### config.mk
export PLATFORM = sky130hd
export DESIGN_NAME = nnfs_ctrl
export DESIGN_NICKNAME = d
export VERILOG_FILES = /design/src/nnfs_pkg.sv /design/src/nnfs_ctrl.sv
export SDC_FILE = /design/constraint.sdc
export NUM_CORES = 1
export LEC_CHECK = 0
export BUFFER_PORTS_ARGS = -buffer_cell sky130_fd_sc_hd__buf_2
export CAP_MARGIN = 5
export CORE_AREA = 5 5 42 44
export DETAILED_ROUTE_END_ITERATION = 7
export DIE_AREA = 0 0 47 49
export PLACE_DENSITY = 0.5
export SYNTH_ARGS = -nofsm -noshare
export SYNTH_HDL_FRONTEND = slang
export SYNTH_SLANG_ARGS = --single-unit
### constraint.sdc
create_clock -name i_clk -period 2.1 [get_ports i_clk]
set_input_delay 0.42 -clock i_clk [delete_from_list [all_inputs] [get_ports i_clk]]
set_output_delay 0.42 -clock i_clk [all_outputs]
set_load 0.1 [all_outputs]
### src/nnfs_pkg.sv
// ----------------------------------------------------------------------------
// nnfs_pkg
// Shared types and constants of the nearest-neighbor frame scaler: register
// indexes, the controller state type and the command and status bundles.
// ----------------------------------------------------------------------------
package nnfs_pkg;

    // width of a dimension register and of one color component
    localparam int CFG_W   = 9;
    localparam int COMP_W  = 8;
    localparam int PIX_W   = 3 * COMP_W;
    localparam int COORD_W = 8;

    // register indexes on the configuration port
    localparam logic [1:0] REG_SRC_WIDTH  = 2'd0;
    localparam logic [1:0] REG_SRC_HEIGHT = 2'd1;
    localparam logic [1:0] REG_DST_WIDTH  = 2'd2;
    localparam logic [1:0] REG_DST_HEIGHT = 2'd3;

    // item kinds carried in tuser
    localparam logic OP_LOAD = 1'b0;
    localparam logic OP_EMIT = 1'b1;

    typedef struct packed {
        logic [CFG_W-1:0] src_width;
        logic [CFG_W-1:0] src_height;
        logic [CFG_W-1:0] dst_width;
        logic [CFG_W-1:0] dst_height;
    } t_cfg;

    typedef enum logic [3:0] {
        S_IDLE,
        S_LD_WAIT,
        S_LD_WR,
        S_EM_WRAP,
        S_EM_MUL,
        S_DIVR_GO,
        S_DIVR,
        S_DIVC_GO,
        S_DIVC,
        S_EM_ADDR,
        S_EM_READ,
        S_EM_OUT
    } t_state;

    // controller to datapath
    typedef struct packed {
        logic capture;
        logic ld_write;
        logic em_wrap;
        logic em_mul;
        logic div_start;
        logic div_col;
        logic save_row;
        logic save_col;
        logic em_addr;
        logic em_read;
        logic em_out;
    } t_cmd;

    // datapath to controller
    typedef struct packed {
        logic div_done;
        logic out_free;
    } t_sts;

endpackage

### src/nnfs_ctrl.sv
// ----------------------------------------------------------------------------
// nnfs_ctrl
// Controller state machine: takes one item at a time and sequences the load
// write or the scaling, divide, read and output steps of an emit.
// ----------------------------------------------------------------------------
module nnfs_ctrl
    import nnfs_pkg::*;
(
    input  logic i_clk,
    input  logic i_rst_n,
    input  logic i_s_tvalid,
    input  logic i_op,
    input  t_sts i_sts,
    output logic o_s_tready,
    output t_cmd o_cmd
);

    t_state r_state;
    t_state n_state;

    // state register
    always_ff @(posedge i_clk) begin
        if (!i_rst_n) begin
            r_state <= S_IDLE;
        end else begin
            r_state <= n_state;
        end
    end

    // next state
    always_comb begin
        n_state = r_state;
        unique case (r_state)
            S_IDLE: begin
                if (i_s_tvalid) begin
                    n_state = (i_op == OP_EMIT) ? S_EM_WRAP : S_LD_WAIT;
                end
            end
            S_LD_WAIT: n_state = S_LD_WR;
            S_LD_WR:   n_state = S_IDLE;
            S_EM_WRAP: n_state = S_EM_MUL;
            S_EM_MUL:  n_state = S_DIVR_GO;
            S_DIVR_GO: n_state = S_DIVR;
            S_DIVR: begin
                if (i_sts.div_done) begin
                    n_state = S_DIVC_GO;
                end
            end
            S_DIVC_GO: n_state = S_DIVC;
            S_DIVC: begin
                if (i_sts.div_done) begin
                    n_state = S_EM_ADDR;
                end
            end
            S_EM_ADDR: n_state = S_EM_READ;
            S_EM_READ: n_state = S_EM_OUT;
            S_EM_OUT: begin
                if (i_sts.out_free) begin
                    n_state = S_IDLE;
                end
            end
            default:   n_state = S_IDLE;
        endcase
    end

    // commands
    always_comb begin
        o_cmd      = '0;
        o_s_tready = 1'b0;
        unique case (r_state)
            S_IDLE: begin
                o_s_tready    = 1'b1;
                o_cmd.capture = i_s_tvalid;
            end
            S_LD_WAIT: ;
            S_LD_WR:   o_cmd.ld_write = 1'b1;
            S_EM_WRAP: o_cmd.em_wrap = 1'b1;
            S_EM_MUL:  o_cmd.em_mul = 1'b1;
            S_DIVR_GO: o_cmd.div_start = 1'b1;
            S_DIVR:    o_cmd.save_row = i_sts.div_done;
            S_DIVC_GO: begin
                o_cmd.div_start = 1'b1;
                o_cmd.div_col   = 1'b1;
            end
            S_DIVC:    o_cmd.save_col = i_sts.div_done;
            S_EM_ADDR: o_cmd.em_addr = 1'b1;
            S_EM_READ: o_cmd.em_read = 1'b1;
            S_EM_OUT:  o_cmd.em_out = 1'b1;
            default: ;
        endcase
    end

endmodule

After elaboration in Yosys (flattened, before gate mapping)
Cells that the tools add are included.

Bits in read-only memories: 0. RAM bits: 0. Memories kept: 0. Output and inout port bits: 12. Register bits after elaboration: 4. Bits of input ports: 6. Bits in latches: 0.

Bitwise gates (word level): 0. Divide/modulo/power cells: 0. Muxes and demuxes: 18. $mul: 0. Add/sub/neg operators: 0. Magnitude comparators: 0. Reduce and logical (&&, ||, !) cells: 3. Shift operators: 0. Eq/ne operators: 15.

Operator list (count): 4-bit one-hot mux with 11 select lines (1); 4-bit by 3-bit equality test with 1-bit output, second input constant (4); 4-bit equality test, second input constant (4); 4-bit 2-to-1 mux (4); 1-bit 2-to-1 mux (12); 4-bit by 2-bit equality test with 1-bit output, second input constant (2); 2-bit != test, second input constant (4); 4-bit by 1-bit equality test with 1-bit output, second input constant (1); 4-bit zero test (1); 4-bit AND reduction (1); 2-bit 2-to-1 mux (1); 2-bit OR reduction (1).

Longest topological paths before layout
Gate-level depths: netlist of the first run.

Depth in word-level cells: 3. Depth in mapped cells: 5. Depth with buffers taken out: 4.

Least setup slack after synthesis of the first run
Ideal clock, no wire load.

Path type: register to output. From: register r_state[1]. To: output port o_cmd[10] in the netlist's numbering. Slack: -2845 ps. Buffers on the path: 1. Stages on the path, launching flop included: 4. Data arrival time: 4525 ps. Cell sequence: dfxtp_1 clkbuf_1 nor4_1 and2_1.

RTL lines: start, declared (RTL line nnfs_ctrl.sv:18) `t_state r_state;`; start signal, assigned (RTL line nnfs_ctrl.sv:26) `r_state <= n_state;`; end, declared (RTL line nnfs_ctrl.sv:15) `output t_cmd o_cmd`.

==> results.sh, run 1 <==
export IMPL_postLayoutCoreUtil_pct=51.16
export IMPL_net_count_after_synthesis=56
export IMPL_power_density_mw_per_mm2=1220
export IMPL_maxSlewViolCount=0
export IMPL_num_vias=417
export IMPL_worst_path_bufs_invs=1
export IMPL_critical_path_cell_chain="nor2b_1 -> nor2b_2 -> buf_12"
export IMPL_nFillCells=129
export IMPL_area_of_the_core_region_mm2=0.001401
export IMPL_fraction_of_synthesized_cell_area_taken_by_the_top_area_cell_type_pct=22.15
export IMPL_dpl_hpwl_um=744.4
export IMPL_maximum_clock_frequency_mhz=518.4
export IMPL_largest_register="r_state"
export IMPL_timing_clock_skew_ns=0.0003792
export IMPL_ff2ff_setup_slack_ns=0.52
export IMPL_drtAntennaViolNets=0
export IMPL_placed_cells_incl_taps=82
export IMPL_dr_first_iter_drc_count=3
export IMPL_drc_markers=0
export IMPL_class_of_the_tightest_hold_or_removal_check="in2reg"
export IMPL_finalNetCount=77
export IMPL_area_delta_synth_final_pct=98.27
export IMPL_route_detailed_wl_per_inst_um=10.91
export IMPL_synth_area_per_cell_um2=7.232
export IMPL_worst_skew_pair_late_latency_ns=0.23
export IMPL_worst_setup_path_end_kind="output port"
export IMPL_pin_count_of_the_biggest_net_entering_global_routing=16
export IMPL_crit_family="simple AND/OR/NAND/NOR gates"
export IMPL_synth_lib_cells_used_distinct=28
export IMPL_final_cells=85
export IMPL_vias_per_cell=4.906
export IMPL_clk_root_buffer_cell="clkbuf_4"
export IMPL_clockBufferDepth=2
export IMPL_cts_made_buffers=3
export IMPL_hold_path_startpoint="i_rst_n"
export IMPL_finalSetupTns_ns=0
export IMPL_timing_worst_setup_path_type="reg2out"
export IMPL_antenna_found_initial=0
export IMPL_multi_input_comb_area_um2=330.3
export IMPL_finalCritPeriodShare_pct=91.85
export IMPL_synth_seq_cells=4
export IMPL_post_route_min_period_ns=1.929
export IMPL_vias_in_the_first_global_route=375
export IMPL_port_buffers=17
export IMPL_routabilityCongestion=0.7913
export IMPL_unrepaired_setup_endpoints_after_global_routing="no"
export IMPL_min_to="r_state[3]"
export IMPL_path_max_fanout=7
export IMPL_antenna_diode_count=0
export IMPL_most_common_library_cell_in_the_layout_ignoring_fill_and_taps="buf_12"
export IMPL_layout_drive_gt1_share_pct=55.07
export IMPL_synth_area_top_cells="dfxtp_1 (22%), nor2b_1 (6.9%), nand2_1 (6.2%)"
export IMPL_reg_top3="r_state x4"
export IMPL_finalSetupViolations=0
export IMPL_finalWorstSetupSlack_ns=0.1711
export IMPL_relative_slew_slack_pct=67.75
export IMPL_critical_path_required_ns=1.68
export IMPL_layout_cells_most_common_list="buf_12 (10), buf_2 (7), nand2_1 (6)"
export IMPL_synthesis_instances=50
export IMPL_mappedNetlistArea_um2=361.6
export IMPL_start_kind="flop"
export IMPL_die_area_mm2=0.002303
export IMPL_seqCellArea_um2=82.58
export IMPL_pin_count=18
export IMPL_arr_time_crit_path_ns=1.51
export IMPL_max_slew_worst_pin_slew_ns=0.4871
export IMPL_sequential_cell_area_fraction_in_the_yosys_report_pct=22.15
export IMPL_post_cts_setup_buffer_count=0
export IMPL_max_cap_violations=0
export IMPL_detailedRoute_firstPassIterationCount=4
export IMPL_die_w_um=47
export IMPL_outcome="complete, no violations"
export IMPL_cpMaxStageDelayCell="dfxtp_1"
export IMPL_route_final_wire_length_um=927
export IMPL_cts_htree_levels=1
export IMPL_cts_tree="done"
export IMPL_p_leak_nw=0.2755
export IMPL_number_of_flip_flops_under_the_largest_register_name=4
export IMPL_critical_path_reg2reg_endpoint="r_state[1]"
export IMPL_initial_utilization_pct=25.80
export IMPL_crit_reg2reg_launch="r_state[1]"
export IMPL_whs_path_depth=2
export IMPL_critical_path_max_stage_delay_ns=0.52
export IMPL_synthDominantAreaCellType="dfxtp_1"
export IMPL_synth_warning_count=0
export IMPL_totalPowerFinal_uw=874.7
export IMPL_grt_pass1_wl_um=1573
export IMPL_clk_pin_slew_worst_paths_ns=0.04
export IMPL_placementRows=14
export IMPL_clock_sinks=4
export IMPL_grtUsageTotal_pct=9.014
export IMPL_irDropWorstVdd_mv=0.6714
export IMPL_hold_violation_total_from_the_final_report=0
export IMPL_rr_worst_depth=4
export IMPL_die_height_um=49
export IMPL_place_worst_setup_slack_ns=0.2756
export IMPL_grt_ovfl_total=0
==> cell type report <==
type | count | share of cell area (%)
Clock buffer | 3 | 3.141
Inverter | 1 | 0.5236
Timing Repair Buffer | 20 | 35.95
Sequential cell | 4 | 11.52
Multi-Input combinational cell | 41 | 46.07
Tap cell | 16 | 2.792
==> cells by family (layout without fill, tap and decap cells) <==
group / after synthesis / count (layout) / share of synthesized area [%]
AOI/OAI and AO/OA: 9 / 9 / 20.42
and+or+nand+nor: 29 / 29 / 43.95
DFF: 4 / 4 / 22.15
muxes: 2 / 2 / 5.537
buffers and inverters: 5 / 24 / 5.534
xor gates and xnor gates: 1 / 1 / 2.423
==> worst max path at each step <==
stage               start  cells past startpoint  slack [ns]   endpoint
2_1_floorplan  r_state[3]                      3       -0.41  o_cmd[10]
5_1_grt        r_state[2]                      3        0.08   o_cmd[5]
6_report       r_state[2]                      3        0.17   o_cmd[5]
3_5_place_dp   r_state[0]                      3        0.28   o_cmd[8]
3_3_place_gp   r_state[0]                      3        0.33   o_cmd[8]
4_1_cts        r_state[0]                      3        0.02   o_cmd[8]
==> report_power, final <==
group / total, mW / switching (mW) / leakage, nW / internal [mW]
sequential: 0.164 / 0.0658 / 0.0336 / 0.0983
combinational: 0.617 / 0.399 / 0.228 / 0.218
clock: 0.0933 / 0.0295 / 0.0138 / 0.0638
==> per-stage QoR <==
| step | area, um2 | hold WS [ns] |
|---|---|---|
| final | 716.9 | 0.4649 |
| after global routing | 716.9 | 0.4675 |
| after CTS | 715.7 | 0.4596 |
| after detailed placement | 693.2 | 0.6179 |
| after global placement | 693.2 | 0.6128 |
| after floorplan | 450.4 | 0.5377 |
==> synthesized netlist by cell type <==
master    count
mux2i_1       2
a311oi_1      1
buf_1         1
nand4_1       1
and2_1        2
nor2_1        4
o21ai_0       1
clkbuf_1      2
nor4_1        1
nor3_1        4
o32a_1        1
xnor2_1       1
a22oi_1       1
o31a_1        1
and3_1        1
inv_1         1
nor2b_1       4
o21a_1        1
nor4b_1       1
nor3b_1       1
o32ai_2       1
dfxtp_1       4
nand2b_1      2
nand2_1       6
a21oi_1       2
buf_2         1
or3b_2        1
or4_1         1
==> metal layers <==
| layer | GRT usage (%) | vias to the layer above | part of all wire [%] |
|---|---|---|---|
| met2 | 11.99 | 10 | 46 |
| met5 | 0 | - | 0 |
| met1 | 12.31 | 188 | 47 |
| li1 | - | 219 | - |
| met3 | 1.476 | 0 | 6.9 |
| met4 | 6.912 | 0 | 0 |
==> repair_timing <==
action / in CTS / in global routing
setup endpoints to repair: 0 / 4
resized for setup: 0 / 1
hold buffers: 0 / 0
(Power assumes the default switching activity.)
==> inputs of run 2 (changes only) <==
- BUFFER_PORTS_ARGS: -buffer_cell sky130_fd_sc_hd__buf_2 -> -buffer_cell sky130_fd_sc_hd__buf_4
==> run 2 against run 1 <==
  * Die area is the same
  * Clock power barely moved
  * Total power shrank 5.9%
  * Fmax is essentially flat
  * Register-to-register slack is essentially flat
  * Clock-buffer cell count unchanged
  * Final cell count unchanged
  * Non-clock buffer count is the same
  * Core utilization is 7.8 points lower
  * Via count up 4.3%
  * Clock skew barely moved
  * Critical path type unchanged
  * Highest routed layer unchanged
==> results.sh, run 2 (same netlist as run 1, synthesis figures left out) <==
export IMPL_grt_ovfl_total=0
export IMPL_finalNetCount=77
export IMPL_nFillCells=152
export IMPL_maximum_clock_frequency_mhz=518.1
export IMPL_layout_drive_gt1_share_pct=53.62
export IMPL_cts_made_buffers=3
export IMPL_dr_first_iter_drc_count=4
export IMPL_finalCritPeriodShare_pct=91.91
export IMPL_clock_sinks=4
export IMPL_antenna_diode_count=0
export IMPL_timing_worst_setup_path_type="reg2out"
export IMPL_area_of_the_core_region_mm2=0.001401
export IMPL_p_leak_nw=0.2515
export IMPL_post_cts_setup_buffer_count=0
export IMPL_port_buffers=17
export IMPL_cts_hold_repair_buffers=0
export IMPL_route_detailed_wl_per_inst_um=12.45
export IMPL_max_slew_worst_pin_slew_ns=0.3489
export IMPL_vias_per_cell=5.118
export IMPL_pin_count_of_the_biggest_net_entering_global_routing=15
export IMPL_post_route_min_period_ns=1.930
export IMPL_grtUsageTotal_pct=9.648
export IMPL_irDropWorstVdd_mv=0.4283
export IMPL_clk_root_buffer_cell="clkbuf_4"
export IMPL_start_kind="flop"
export IMPL_maxSlewViolCount=0
export IMPL_initial_utilization_pct=25.80
export IMPL_finalSetupViolations=0
export IMPL_class_of_the_tightest_hold_or_removal_check="in2reg"
export IMPL_place_worst_setup_slack_ns=0.4150
export IMPL_path_max_fanout=9
export IMPL_max_cap_violations=0
export IMPL_detailedRoute_firstPassIterationCount=2
export IMPL_layout_cells_most_common_list="buf_4 (20), nand2_1 (6)"
export IMPL_route_final_wire_length_um=1058
export IMPL_most_common_library_cell_in_the_layout_ignoring_fill_and_taps="buf_4"
export IMPL_clockBufferDepth=2
export IMPL_cts_tree="done"
export IMPL_die_w_um=47
export IMPL_num_vias=435
export IMPL_pin_count=18
export IMPL_finalWorstSetupSlack_ns=0.1698
export IMPL_placementRows=14
export IMPL_critical_path_endpoint="o_cmd[5]"
export IMPL_outcome="complete, no violations"
export IMPL_rr_worst_depth=4
export IMPL_die_height_um=49
export IMPL_number_of_flip_flops_under_the_largest_register_name=4
export IMPL_crit_reg2reg_launch="r_state[0]"
export IMPL_dpl_hpwl_um=819.5
export IMPL_vias_in_the_first_global_route=401
export IMPL_ff2ff_setup_slack_ns=0.53
export IMPL_power_density_mw_per_mm2=1354
export IMPL_area_delta_synth_final_pct=68.17
export IMPL_worst_setup_path_end_kind="output port"
export IMPL_cts_repair_resized=0
export IMPL_arr_time_crit_path_ns=1.51
export IMPL_drc_markers=0
export IMPL_drtAntennaViolNets=0
export IMPL_unrepaired_setup_endpoints_after_global_routing="no"
export IMPL_grt_pass1_wl_um=1718
export IMPL_clk_pin_slew_worst_paths_ns=0.04
export IMPL_timing_clock_skew_ns=0.0001332
export IMPL_critical_path_required_ns=1.68
export IMPL_critical_path_reg2reg_endpoint="r_state[0]"
export IMPL_routabilityCongestion=0.7393
export IMPL_die_area_mm2=0.002303
export IMPL_cts_htree_levels=1
export IMPL_reg_top3="r_state x4"
export IMPL_relative_slew_slack_pct=76.71
export IMPL_antenna_found_initial=0
export IMPL_postLayoutCoreUtil_pct=43.39
export IMPL_hold_violation_total_from_the_final_report=0
export IMPL_finalSetupTns_ns=0
export IMPL_largest_register="r_state"
export IMPL_startpoint="r_state[0]"
export IMPL_worst_skew_pair_late_latency_ns=0.23
[run 2: worst min path at each step]
stage / end / depth (start not counted) / start / slack (ns)
2_1_floorplan: r_state[3] / 1 / i_rst_n / 0.54
3_3_place_gp: r_state[3] / 2 / i_rst_n / 0.69
3_5_place_dp: r_state[3] / 2 / i_rst_n / 0.68
4_1_cts: r_state[3] / 2 / i_rst_n / 0.44
5_1_grt: r_state[3] / 2 / i_rst_n / 0.44
6_report: r_state[3] / 2 / i_rst_n / 0.44
[run 2: stage by stage]
stage,instance area [um2],hold slack (ns),instances,power (mW)
floorplan,450.4,0.5377,50,0.6306
detailed placement,585.6,0.6774,82,0.7343
global route,608.1,0.4441,85,0.8734
finish,608.1,0.4383,85,0.8233
CTS,608.1,0.4353,85,0.8330
global placement,585.6,0.6941,82,0.7368
[run 2: where the power goes]
part / total [mW] / leakage, nW / switching, mW / internal, mW
Clock: 0.0933 / 0.0138 / 0.0295 / 0.0638
Sequential: 0.140 / 0.0333 / 0.0436 / 0.0964
Combinational: 0.590 / 0.204 / 0.416 / 0.174
[run 2: cell type report]
class	count	area, um2	area share [%]
Inverter	1	3.754	0.6173
Multi-Input combinational cell	41	330.3	54.32
Sequential cell	4	81.33	13.37
Tap cell	16	20.02	3.292
Clock buffer	3	22.52	3.704
Timing Repair Buffer	20	150.1	24.69
[run 2: metal layers]
| layer | GRT usage [%] | up-vias | routed length, um | share of wire, % |
|---|---|---|---|---|
| met5 | 0 | - | 0 | 0 |
| met4 | 1.382 | 0 | 0 | 0 |
| met3 | 3.321 | 0 | 76 | 7.2 |
| met2 | 15.16 | 12 | 509 | 48 |
| met1 | 12.75 | 203 | 473 | 45 |
| li1 | - | 220 | - | - |
[run 2: critical path, cell delays in order, from the launching register on]
cell and delay [ns]:
dfxtp_1 0.52, nand2_1 0.26, nor2b_2 0.19, buf_4 0.30
==> inputs of run 3 (changes only) <==
- ABC_AREA: default -> 1
- PLACE_DENSITY: 0.5 -> 0.49
==> run 3 against run 2 <==
  * Non-clock buffer count fell by 3
  * Synthesized cell count up 28%
  * Final cell count up 18%
  * Global-route usage is 1.1 points higher
  * Core utilization decreased by 3.5 points
  * Die area did not move
  * Fmax up 5.7%
  * Setup slack gained 0.10 ns
  * Critical path depth unchanged
==> results.sh, run 3 <==
export IMPL_port_buffers=17
export IMPL_route_detailed_wl_per_inst_um=10.51
export IMPL_timing_worst_setup_path_type="reg2out"
export IMPL_largest_register="r_state"
export IMPL_net_count_after_synthesis=70
export IMPL_max_cap_violations=0
export IMPL_worst_hold_margin_ns=0.4160
export IMPL_clk_root_buffer_cell="clkbuf_4"
export IMPL_grt_ovfl_total=0
export IMPL_finalNetCount=92
export IMPL_synth_warning_count=0
export IMPL_reg_top3="r_state x4"
export IMPL_finalSetupViolations=0
export IMPL_cts_tree="done"
export IMPL_whs_path_depth=3
export IMPL_synth_area_per_cell_um2=5.474
export IMPL_place_worst_setup_slack_ns=0.4972
export IMPL_post_cts_setup_buffer_count=0
export IMPL_clock_sinks=4
export IMPL_timing_clock_skew_ns=0.002524
export IMPL_maxSlewViolCount=0
export IMPL_compound_gate_fraction_of_synth_area_pct=9.643
export IMPL_mappedNetlistArea_um2=350.3
export IMPL_dr_first_iter_drc_count=17
export IMPL_class_of_the_tightest_hold_or_removal_check="in2reg"
export IMPL_placementRows=14
export IMPL_sequential_cell_area_fraction_in_the_yosys_report_pct=22.86
export IMPL_detailedRoute_firstPassIterationCount=4
export IMPL_dominant_combinational_cell_family_by_area_after_synthesis="simple AND/OR/NAND/NOR gates"
export IMPL_grtUsageTotal_pct=10.71
export IMPL_layout_cells_most_common_list="buf_4 (17), nor2_2 (11), nand2_1 (9), inv_1 (9), nor2_1 (8)"
export IMPL_number_of_flip_flops_under_the_largest_register_name=4
export IMPL_synthesis_instances=64
export IMPL_num_vias=460
export IMPL_relative_slew_slack_pct=78.66
export IMPL_initial_utilization_pct=25.00
export IMPL_vias_in_the_first_global_route=434
export IMPL_synthMuxAreaShare_pct=0
export IMPL_vias_per_cell=4.600
export IMPL_synth_area_top_cells="dfxtp_1 (23%), nor2_1 (18%), nand3_1 (10%)"
export IMPL_antenna_found_initial=0
export IMPL_cpMaxStageDelayCell="dfxtp_1"
export IMPL_unrepaired_setup_endpoints_after_global_routing="no"
export IMPL_cell_with_the_most_instances_after_synthesis="nor2_1"
export IMPL_finalCritPeriodShare_pct=86.92
export IMPL_clockBufferDepth=2
export IMPL_cts_hold_repair_buffers=0
export IMPL_layout_drive_gt1_share_pct=48.81
export IMPL_worst_setup_path_end_kind="output port"
export IMPL_clk_pin_slew_worst_paths_ns=0.03
export IMPL_synth_top_cells_by_count="nor2_1 (17), inv_1 (9), nand2_1 (9)"
export IMPL_cts_htree_levels=1
export IMPL_area_delta_synth_final_pct=59.64
export IMPL_outcome="complete, no violations"
export IMPL_post_route_min_period_ns=1.825
export IMPL_critical_path_cell_chain="nand2_1 -> nor3_4 -> buf_4"
export IMPL_grt_pass1_wl_um=1773
export IMPL_post_synth_xor_area_fraction_pct=0
export IMPL_max_slew_worst_pin_slew_ns=0.3194
export IMPL_routabilityCongestion=0.7719
export IMPL_synth_seq_cells=4
export IMPL_die_w_um=47
export IMPL_arr_time_crit_path_ns=1.41
export IMPL_dpl_hpwl_um=859.5
export IMPL_finalWorstSetupSlack_ns=0.2747
export IMPL_worst_skew_pair_late_latency_ns=0.23
export IMPL_route_final_wire_length_um=1051
export IMPL_critical_path_max_stage_delay_ns=0.41
export IMPL_cts_repair_resized=0
export IMPL_pin_count_of_the_biggest_net_entering_global_routing=7
export IMPL_pin_count=18
export IMPL_nFillCells=163
export IMPL_die_height_um=49
export IMPL_hold_violation_total_from_the_final_report=0
export IMPL_rr_worst_depth=6
export IMPL_ys_flop_type="dfxtp_1"
export IMPL_maximum_clock_frequency_mhz=547.9
export IMPL_most_common_library_cell_in_the_layout_ignoring_fill_and_taps="buf_4"
export IMPL_antenna_diode_count=0
export IMPL_critical_path_required_ns=1.68
export IMPL_yosys_area_share_adder_pct=0
export IMPL_fraction_of_synthesized_cell_area_taken_by_the_top_area_cell_type_pct=22.86
export IMPL_synth_enable_flop_cells=0
export IMPL_area_of_the_core_region_mm2=0.001401
export IMPL_cts_made_buffers=3
export IMPL_asyncSetResetFlopFracSynth_pct=0
export IMPL_die_area_mm2=0.002303
export IMPL_synthDominantAreaCellType="dfxtp_1"
export IMPL_area_share_of_and_or_nand_nor_cells_after_synthesis_pct=54.64
export IMPL_synth_lib_cells_used_distinct=13
export IMPL_start_kind="flop"
export IMPL_drc_markers=0
export IMPL_path_max_fanout=5
export IMPL_drtAntennaViolNets=0
==> run 3: cell types whose count changed after synthesis, moves of 3 or more <==
cell,previous run,this run
nor2_1,4,17
inv_1,1,9
nand3_1,0,7
nand2_2,0,4
nor2b_1,4,0
inv_2,0,3
nand2_1,6,9
==> run 3: layout make-up <==
| type | instances | area [um2] | share of cell area (%) |
|---|---|---|---|
| Tap cell | 16 | 20.02 | 3.579 |
| Timing Repair Buffer | 17 | 127.6 | 22.82 |
| Multi-Input combinational cell | 48 | 264.0 | 47.20 |
| Clock buffer | 3 | 22.52 | 4.027 |
| Sequential cell | 4 | 80.08 | 14.32 |
| Inverter | 12 | 45.04 | 8.054 |
==> run 3: logic make-up after synthesis <==
kind of cell / Yosys count
flip-flops: 4
AND/OR/NAND/NOR: 42
AO/OA/AOI/OAI: 6
buffers and inverters: 12
==> run 3: path summary, 6_finish.rpt <==
check,start,end,slack (ns)
setup / recovery,r_state[2],o_cmd[4],0.27
hold / removal,i_rst_n,r_state[3],0.42
setup reg to reg,r_state[3],r_state[0],0.90
hold reg to reg,r_state[1],r_state[1],0.56
==> run 3: per-stage QoR <==
stage	setup TNS (ns)	instance area, um2	std cells	utilization [%]
3_3_place_gp	0	536.8	97	38.30
5_1_grt	0	559.3	100	39.91
6_report	0	559.3	100	39.91
2_1_floorplan	-0.09512	389.1	64	-
3_5_place_dp	0	536.8	97	38.30
4_1_cts	0	559.3	100	39.91
==> run 3: routing by layer <==
| metal | GRT usage, % | wire length, um | vias up |
|---|---|---|---|
| met4 | 9.677 | 17 | 0 |
| met3 | 1.107 | 85 | 2 |
| met1 | 13.00 | 422 | 199 |
| met2 | 15.61 | 525 | 19 |
| met5 | 0 | 0 | - |
| li1 | - | - | 240 |
==> run 3: critical path: cells and delay by family, from the launching register on <==
kind	cells	cell delay [ns]
flip-flops	1	0.41
AND/OR/NAND/NOR	2	0.45
buffers and inverters	1	0.31
Power of run 3 is not shown: default switching activity piles up to over one toggle a cycle in this logic, so the estimate is an artifact.
